$ cat src/design/midi_parser_timed_queue_core_defines.svh
// Assertion macros for the MIDI parser timed queue core.
// Each takes a label and is used inside a module with clk_i and rst_ni.
`ifndef MIDI_PARSER_TIMED_QUEUE_CORE_DEFINES_SVH
`define MIDI_PARSER_TIMED_QUEUE_CORE_DEFINES_SVH

`ifndef SYNTHESIS
`define MPTQ_NEVER(lbl, expr) \
  lbl: assert property (@(posedge clk_i) disable iff (!rst_ni) !(expr)) \
    else $error("mptq: forbidden condition seen");
`define MPTQ_IMPLY(lbl, ante, cons) \
  lbl: assert property (@(posedge clk_i) disable iff (!rst_ni) (ante) |-> (cons)) \
    else $error("mptq: implication failed");
`else
`define MPTQ_NEVER(lbl, expr)
`define MPTQ_IMPLY(lbl, ante, cons)
`endif

`endif

$ cat src/design/mptq_pkg.sv
`timescale 1ns / 1ps
`default_nettype none
// ----------------------------------------------------------------------------
// mptq_pkg
// Shared types, codes and defaults of the MIDI parser timed queue core.
// ----------------------------------------------------------------------------
package mptq_pkg;

  localparam int QUEUE_DEPTH_DEF = 128;
  localparam int CHANNELS_DEF    = 16;
  localparam int FINE_PAIRS_DEF  = 32;
  localparam int CMDQ_DEPTH      = 2;

  localparam logic [30:0] GAP_RESET = 31'd11025;

  // request codes (tuser of the input)
  localparam logic [1:0] REQ_BYTE = 2'd0;
  localparam logic [1:0] REQ_ADV  = 2'd1;
  localparam logic [1:0] REQ_READ = 2'd2;

  // MIDI status nibbles
  localparam logic [3:0] NIB_NOTE_OFF = 4'h8;
  localparam logic [3:0] NIB_NOTE_ON  = 4'h9;
  localparam logic [3:0] NIB_POLY_AT  = 4'hA;
  localparam logic [3:0] NIB_CTRL     = 4'hB;
  localparam logic [3:0] NIB_PROG     = 4'hC;

  localparam logic [31:0] TTN_EMPTY = 32'h7FFF_FFFF;

  typedef enum logic [3:0] {
    ST_NONE     = 4'd0,
    ST_ENQ      = 4'd1,
    ST_LATE     = 4'd2,
    ST_ORDER    = 4'd3,
    ST_FULL     = 4'd4,
    ST_READ_OK  = 4'd5,
    ST_EMPTY    = 4'd6,
    ST_NOT_DUE  = 4'd7,
    ST_ADVANCED = 4'd8
  } status_e;

  typedef enum logic [2:0] {
    CMD_NULL     = 3'd0,
    CMD_NOTE_ON  = 3'd1,
    CMD_NOTE_OFF = 3'd2,
    CMD_AFTER    = 3'd3,
    CMD_CTRL     = 3'd4,
    CMD_PROG     = 3'd5
  } cmd_e;

  typedef enum logic [1:0] {
    K_NONE,
    K_ENQ,
    K_ADV,
    K_READ
  } kind_e;

  typedef enum logic [1:0] {
    F_CLEAR,
    F_IDLE,
    F_FINE
  } front_state_e;

  typedef enum logic [2:0] {
    B_IDLE,
    B_EXEC,
    B_ADV_RD,
    B_ADV_CHK,
    B_LOOK,
    B_WAIT
  } back_state_e;

  typedef struct packed {
    cmd_e        cmd;
    logic [3:0]  ch;
    logic [6:0]  key;
    logic [14:0] val;
    logic [31:0] tstamp;
  } ent_t;

  typedef struct packed {
    kind_e       kind;
    ent_t        ent;
    logic [30:0] delta;
  } bcmd_t;

  typedef struct packed {
    status_e     status;
    ent_t        ent;
    logic [6:0]  skipped;
    logic [6:0]  used;
    logic [31:0] ttn;
  } res_t;

  typedef struct packed {
    logic clearing;
    logic busy;
  } front_stat_t;

  typedef struct packed {
    logic full;
    logic empty;
  } cmdq_stat_t;

  // two 7-bit halves joined into 15 bits, msb[6] repeated as the lowest bit
  function automatic logic [14:0] merge15(input logic [6:0] msb, input logic [6:0] lsb);
    merge15 = {msb, lsb, msb[6]};
  endfunction

endpackage
`default_nettype wire

$ cat src/design/mptq_cmdq.sv
`timescale 1ns / 1ps
`default_nettype none
// ----------------------------------------------------------------------------
// mptq_cmdq
// Two-entry command queue between the parser and the queue engine.
// ----------------------------------------------------------------------------
module mptq_cmdq (
  input  wire logic             clk_i,
  input  wire logic             rst_ni,
  input  wire logic             push_i,
  input  mptq_pkg::bcmd_t       push_cmd_i,
  input  wire logic             pop_i,
  output mptq_pkg::bcmd_t       head_o,
  output mptq_pkg::cmdq_stat_t  stat_o
);
  import mptq_pkg::*;

  localparam int CW = $clog2(CMDQ_DEPTH);

  bcmd_t         slot_q [CMDQ_DEPTH];
  logic [CW-1:0] rp_q, wp_q;
  logic [CW:0]   cnt_q;
  logic          do_push, do_pop;

  assign stat_o.full  = (cnt_q == (CW + 1)'(CMDQ_DEPTH));
  assign stat_o.empty = (cnt_q == '0);
  assign do_push      = push_i && !stat_o.full;
  assign do_pop       = pop_i && !stat_o.empty;
  assign head_o       = slot_q[rp_q];

  always_ff @(posedge clk_i or negedge rst_ni) begin
    if (!rst_ni) begin
      rp_q  <= '0;
      wp_q  <= '0;
      cnt_q <= '0;
    end else begin
      if (do_push) wp_q <= wp_q + 1'b1;
      if (do_pop)  rp_q <= rp_q + 1'b1;
      cnt_q <= cnt_q + (CW + 1)'(do_push) - (CW + 1)'(do_pop);
    end
  end

  always_ff @(posedge clk_i) begin
    if (do_push) slot_q[wp_q] <= push_cmd_i;
  end

endmodule
`default_nettype wire

$ cat config.mk
export PLATFORM = sky130hd
export DESIGN_NAME = mptq_cmdq
export DESIGN_NICKNAME = d
export VERILOG_FILES = /design/src/design/midi_parser_timed_queue_core_defines.svh /design/src/design/mptq_pkg.sv /design/src/design/mptq_cmdq.sv
export SDC_FILE = /design/constraint.sdc
export NUM_CORES = 1
export LEC_CHECK = 0
export BUFFER_PORTS_ARGS = -buffer_cell sky130_fd_sc_hd__buf_4
export CORE_MARGIN = 10
export CORE_UTILIZATION = 58
export CTS_BUF_LIST = sky130_fd_sc_hd__clkbuf_8
export CTS_CLUSTER_DIAMETER = 40
export DETAILED_ROUTE_END_ITERATION = 10
export GPL_TIMING_DRIVEN = 0
export PLACE_DENSITY_LB_ADDON = 0.1
export SYNTH_ARGS = -nofsm -noshare
export SYNTH_HDL_FRONTEND = slang
export SYNTH_SLANG_ARGS = --single-unit
$ cat constraint.sdc
create_clock -name clk_i -period 15.7 [get_ports clk_i]
set_clock_uncertainty 0.1 [all_clocks]
set_input_delay 3.925 -clock clk_i [delete_from_list [all_inputs] [get_ports clk_i]]
set_output_delay 3.925 -clock clk_i [all_outputs]
set_load 0.005 [all_outputs]
# Yosys cells after proc, flatten, opt, wreduce, memory -nomap -nowiden
# Memory sizes are Yosys's and may differ from the RTL's.
# Cells that the tools add are included.
# W data, S select, Z words.
dict set report word_totals {
  ff_bits 4
  mem_bits_rw 188
  in_bits 98
  elab_cells 16
  n_memories 1
}
dict set report classes {
  add_sub_neg 4
  eq_ne 1
  n_mux 2
  n_reduce_logical 5
}
# memory depth word_bits rd rd_ports_with_merged_regs write_ports line
set mem_list {}
lappend mem_list {slot_q 2 94 1 0 1 mptq_cmdq.sv:20} ;# bcmd_t slot_q [CMDQ_DEPTH];
# cell n
set ops {}
lappend ops {{$add A1 B1 Y1 const B} 2}
lappend ops {{$add A2 B1 Y2} 1}
lappend ops {{$eq A2 B2 Y1 const B} 1}
lappend ops {{$logic_and A1 B1 Y1} 2}
lappend ops {{$logic_not A1 Y1} 2}
lappend ops {{$logic_not A2 Y1} 1}
lappend ops {{$mux W1} 2}
lappend ops {{$sub A2 B1 Y2} 1}

# Logic depth before layout (Yosys ltp)
# Gate-level depths: netlist of the first run.
dict set report depth {
  depth_word 5
  ltp_mapped 7
}

# Worst setup path after synthesis of the first run
# Ideal clock, no wire load.
dict set report synth_path {
  path_type {input -> register}
  startpoint {input push_i}
  endpoint {memory slot_q[0][0] (netlist bit) (enable)}
  setup_time_ps 547
  arrival_ps 7934
  slack_ps 7119
  stages 2
  path_cell_list {nand2_1 -> nor2_1}
}
dict set report synth_via {
  elab_chain_cells 3
}
# item line
set synth_lines {}
lappend synth_lines {{start: declaration} mptq_cmdq.sv:10} ;# input wire logic push_i,
lappend synth_lines {{$logic_and A1 B1 Y1} mptq_cmdq.sv:27} ;# assign do_push = push_i && !stat_o.full;
lappend synth_lines {{$mux W1} mptq_cmdq.sv:44} ;# if (do_push) slot_q[wp_q] <= push_cmd_i;
lappend synth_lines {{$mux W1 (implied by the code)} mptq_cmdq.sv:44}
lappend synth_lines {{end: declaration} mptq_cmdq.sv:20}
# No other way between the ends.

==> results of run 1 <==
==> sequential cells by signal, summed over array words and instances, names as in the netlist <==
| signal | cells |
|---|---|
| cnt_q | 2 |
| slot_q | 188 |
| wp_q | 1 |
| rp_q | 1 |
==> power by group through the flow <==
stage | Combinational [mW] | Sequential [mW] | Clock, mW
floorplan | 0.318 | 0.745 | 0
global placement | 0.569 | 0.756 | 0
detailed placement | 0.596 | 0.741 | 0
CTS | 0.598 | 0.729 | 0.277
global route | 0.630 | 0.740 | 0.297
finish | 0.582 | 0.728 | 0.269
==> cells in the final DEF, fill, tap and decap left out <==
master      count
buf_4         193
edfxtp_1      188
mux2_4         50
mux2_2         44
clkbuf_8       17
inv_1           7
buf_6           6
buf_2           4
clkinv_2        4
dfrtp_1         4
xnor2_1         3
clkinv_1        3
buf_12          3
ha_1            2
buf_8           1
nor2_1          1
nor2b_1         1
nand2b_1        1
nand2_1         1
nor2_4          1
and3_4          1
xor2_1          1
clkinvlp_4      1
bufinv_16       1
buf_16          1
==> metrics by stage <==
step                 util  total power, mW
global route        0.769             1.67
floorplan               -             1.06
finish              0.769             1.58
detailed placement  0.742             1.34
CTS                 0.769             1.60
global placement    0.734             1.33
==> logic make-up after synthesis <==
kind of cell | after synthesis | share of synthesized area
XOR/XNOR | 4 | 0.00487
buffers and inverters | 13 | 0.0153
flip-flops | 192 | 0.799
AND/OR/NAND/NOR | 6 | 0.00418
adder cells (fa/ha/maj) | 2 | 0.00348
multiplexers | 94 | 0.173
==> final timing paths <==
kind	to	cells after the start	slack [ps]	from
min reg2reg	cnt_q[1]$_DFF_PN0_	1	430	cnt_q[1]$_DFF_PN0_
max	head_o[29]	5	9960	rp_q$_DFFE_PN0P_
max in group asynchronous	cnt_q[0]$_DFF_PN0_	1	12250	rst_ni
min in group asynchronous	rp_q$_DFFE_PN0P_	1	3150	rst_ni
min	cnt_q[1]$_DFF_PN0_	1	430	cnt_q[1]$_DFF_PN0_
max reg2reg	slot_q[0][38]$_DFFE_PP_	5	13570	cnt_q[1]$_DFF_PN0_
==> cell type report <==
class                      instances  share of cell area
timing repair buffer             197               0.166
multi-input combinational        106               0.145
sequential                       192               0.620
clock inverter                    14             0.00945
buffer                            11              0.0111
tap                              168              0.0227
inverter                           2            0.000810
clock buffer                      17              0.0252
==> layer usage <==
layer | up-vias | track usage | share of wire
met1 | 1770 | 0.177 | 0.36
met2 | 156 | 0.266 | 0.51
li1 | 1653 | - | -
met4 | 0 | 0.0686 | 0.021
met5 | - | 0 | 0
met3 | 19 | 0.0865 | 0.10
==> reports/qor.csv, run 1 <==
metric;value;unit
sequential fraction of the synthesis area;0.799;
switch share;0.269;
CP required;11680;ps
crit path time final;5740;ps
register area;5750;µm²
Finished Layout Cells;707;
die area;17300;µm²
grt total ovfl;0;
Slew Viols, Final;0;
Port Buffer Count;193;
Worst Path Max Fanout;10;
number of antenna violations at the first check in global routing;0;
outcome;complete, no violations;
slew at the pin closest to its max-slew limit;632;ps
syn_area_per_cell;23.1;µm²
RD Place Congestion;0.720;
total wire length;14000;µm
critical path capture point type;output port;
cell family with most CP delay;buffers and inverters;
Final Cell Area;9270;µm²
worst rel slew slack;0.578;
most used cell along the critical path;buf_6;
largest net degree at the start of global routing;56;
row count;40;
Clock Pin Slew Worst Setup and Hold Paths;80;ps
Core ar.;12100;µm²
Mapped Cells;311;
CTS Buf Count;17;
Slowest Stage Delay on Critical Path;340;ps
final hold slack;429;ps
syn nets;411;
starting DRC count in detailed routing;198;
fillers;723;
Pleak;3.64;nW
Slowest-stage cell, CP;dfrtp_1;
FF+latch count, synth;192;
max cap viols;0;
DRC viols;0;
clk sinks;192;
H-tree depth;4;
Final setup viols;0;
Boundary Pins;194;
die width;131;µm
Peak Freq;0.174;GHz
Critical Path AT;1720;ps
Area Overhead vs Synth;28.9;%
worst hold path type;register to register;
via-per-instance ratio;5.09;
pwr dens;170;nW/µm²
Comb power frac;0.369;
detailed-route wire length per cell;19.8;µm
final setup TNS;0;ps
startpoint types;register;
Yosys top cell area share;0.785;
Int Power;1.15;mW
Syn Std Cell Area;7190;µm²
Inst Count DP;676;
Setup Fix Bufs, Post-CTS;0;
Clk Latency, worst-skew pair;450;ps
most common flop cell mapped by yosys;edfxtp_1;
Die Height;131;µm
Starting Density;0.596;
Commonest cells post-synth;188 x edfxtp_1, 50 x mux2_4, 44 x mux2_2;
CTS root buf;clkbuf_8;
dominant cells by area after synthesis;edfxtp_1 78%, mux2_4 10%, mux2_2 6.9%, dfrtp_1 1.4%, buf_6 0.94%;
worst-case clock buffer depth;2;
Via Count;3598;
pre-CTS setup slack;10070;ps
Detailed Routing Iterations Pass 1;4;
Routed Antenna Nets;0;
Async S/R FF share, synth;0.0208;
Final HPWL DP;10300;µm
clock share of power;0.170;
Yosys cell types;16;
RSZ-0062 raised after global routing;false;
final net count;627;
largest area contributor in the netlist;edfxtp_1;
CP Cell Sequence;buf_6 > buf_8 > buf_6 > mux2_4 > buf_4;
Sw Pwr;0.425;mW
ANT cells;0;
Flop pwr share;0.461;
dpl cell area;8950;µm²
first-pass GRT wire length;21600;µm
Post-synth EDFFs;188;
area of the multi-input gates;1350;µm²
Total GRT Usage;0.164;
setup ws final;9960;ps
top-count cell post-synth;edfxtp_1;
WS Path Type;register to output port;
layout cells sized above 1;0.607;
Buf/Inv on CP;4;
# hold bufs at CTS;0;
Hold Fails Final Rpt;0;
fin crit share;0.366;
CTS tree;done;
Syn. warnings;0;
post-CTS sizing;0;
vias in the first global route;3916;
Worst VDD drop;0.0980;mV
Note: power is estimated with default switching activity, not from simulation.
==> run 2: changes to the inputs <==
CORE_UTILIZATION = 54   (was 58)
clock period = 5.5 ns   (was 15.7 ns; I/O delays follow)
==> run 2 against run 1 <==
Critical endpoint is now head_o[70]. Count of clock-buffer cells in the layout unchanged. Register-to-register slack worse by 10000 ps. Sequential cell count is the same. Non-clock buffer count stayed put. Combinational power rose to 2.9 times the previous value. Via count shrank 1.4%.
==> reports/qor.csv, run 2 (synthesized netlist as in run 1, its figures left out) <==
metric;value;unit;change
outcome;complete, no violations;;
CP required;4030;ps;-7650 ps
Worst Setup SP;rp_q$_DFFE_PN0P_;;
worst hold path type;register to register;;
total wire length;14000;µm;-0.24%
Area Overhead vs Synth;30.0;%;
row count;42;;+5.0%
H-tree depth;4;;unchanged
Boundary Pins;194;;unchanged
WHS Endpoint;cnt_q[1]$_DFF_PN0_;;
DRC viols;0;;unchanged
die width;135;µm;+3.1%
Final setup viols;0;;unchanged
WS Path Type;register to output port;;
Worst Path Max Fanout;10;;unchanged
Setup Fix Bufs, Post-CTS;0;;unchanged
crit path time final;3190;ps;
worst r2r src;cnt_q[0]$_DFF_PN0_;;
grt total ovfl;0;;unchanged
cell depth of the worst flop-to-flop path;3;;-2
Core ar.;13100;µm²;+8.9%
worst-case clock buffer depth;2;;unchanged
worst rel slew slack;0.580;;+0.00206
Clk Latency, worst-skew pair;440;ps;about the same
starting DRC count in detailed routing;237;;+20%
pre-CTS setup slack;2600;ps;-7470 ps
Hold Fails Final Rpt;0;;unchanged
Hold Path Cell Cnt;1;;unchanged
Slew Viols, Final;0;;unchanged
final hold slack;412;ps;-17.0 ps
Die Height;135;µm;+3.1%
Port Buffer Count;193;;unchanged
detailed-route wire length per cell;19.6;µm;-1.5%
ANT cells;0;;unchanged
most common cell after layout, fill and taps aside;buf_4;;
Peak Freq;0.314;GHz;
die area;18300;µm²;+6.3%
clk sinks;192;;unchanged
HP Start;cnt_q[1]$_DFF_PN0_;;
slew at the pin closest to its max-slew limit;630;ps;-1.59 ps
first-pass GRT wire length;21300;µm;-1.6%
max reg flops;188;;unchanged
critical path capture point type;output port;;
Final HPWL DP;10200;µm;-0.98%
largest registers;slot_q (188), cnt_q (2);;
Starting Density;0.547;;-0.0488
RD Place Congestion;0.708;;-1.7%
most flop-heavy register;slot_q;;
most frequent cells in the layout;193 x buf_4, 188 x edfxtp_1, 50 x mux2_4;;
Detailed Routing Iterations Pass 1;4;;unchanged
Final Util;0.711;;-0.0573
# hold bufs at CTS;0;;unchanged
max cap viols;0;;unchanged
fillers;861;;+19%
Total GRT Usage;0.154;;-0.0102
CTS tree;done;;
largest net degree at the start of global routing;54;;-3.6%
Worst R2R Setup Slack;3530;ps;-10040 ps
pwr dens;495;nW/µm²;+190%
RSZ-0062 raised after global routing;false;;
CTS root buf;clkbuf_8;;
layout cells sized above 1;0.611;;+0.00443
Clock Pin Slew Worst Setup and Hold Paths;80;ps;about the same
number of antenna violations at the first check in global routing;0;;unchanged
post-CTS sizing;0;;unchanged
fin crit share;0.580;;
Routed Antenna Nets;0;;unchanged
Pleak;3.65;nW;+0.29%
startpoint types;register;;
Worst VDD drop;0.313;mV;+220%
Critical Path AT;1710;ps;about the same
RR Endpoint;slot_q[1][57]$_DFFE_PP_;;
Via Count;3547;;-1.4%
CTS Buf Count;17;;unchanged
vias in the first global route;3916;;unchanged
final net count;627;;unchanged
via-per-instance ratio;4.95;;-2.7%
setup ws final;2310;ps;-7650 ps
-- run 2: per-layer routing --
layer | global-route usage | vias to the layer above | wire length, µm
met2 | 0.256 | 139 | 7100
met5 | 0 | - | 0
met3 | 0.0786 | 12 | 1410
met1 | 0.169 | 1736 | 5340
li1 | - | 1660 | -
met4 | 0.0478 | 0 | 144
-- run 2: cell type report --
cell class	instances	area, µm²	area share
Multi-Input combinational cell	106	1350	0.144
Clock inverter	15	151	0.0162
Tap cell	176	220	0.0236
Timing Repair Buffer	197	1540	0.164
Inverter	2	7.51	0.000803
Clock buffer	17	234	0.0250
Sequential cell	192	5750	0.615
Buffer	11	103	0.0110
-- run 2: how the worst max path moves through the flow --
stage | cells after the start | to
2_1_floorplan | 2 | slot_q[0][0]$_DFFE_PP_
3_3_place_gp | 3 | slot_q[0][53]$_DFFE_PP_
3_5_place_dp | 3 | slot_q[1][12]$_DFFE_PP_
4_1_cts | 4 | head_o[1]
5_1_grt | 5 | head_o[66]
6_report | 5 | head_o[70]
-- run 2: stage by stage --
stage	power, mW	instance area, µm²	setup TNS (ps)	std cells
after floorplan	3.02	7190	0	311
after global placement	3.78	8860	-33190	680
after detailed placement	3.82	8960	0	684
after CTS	4.70	9350	0	716
after global routing	4.88	9350	0	716
final	4.63	9350	0	716
-- run 2: worst max-delay path, cell delays in order (launching register included) --
cell and delay, ps:
dfrtp_1 350, buf_6 110, buf_8 160, buf_6 200
mux2_4 320, buf_4 140
-- run 2: power by group --
group	total [mW]	internal, mW	leakage (nW)	switching (mW)
combinational	1.67	0.961	1.66	0.707
clock	0.882	0.438	0.194	0.445
sequential	2.08	2.00	1.79	0.0800
total	4.63	3.39	3.65	1.23
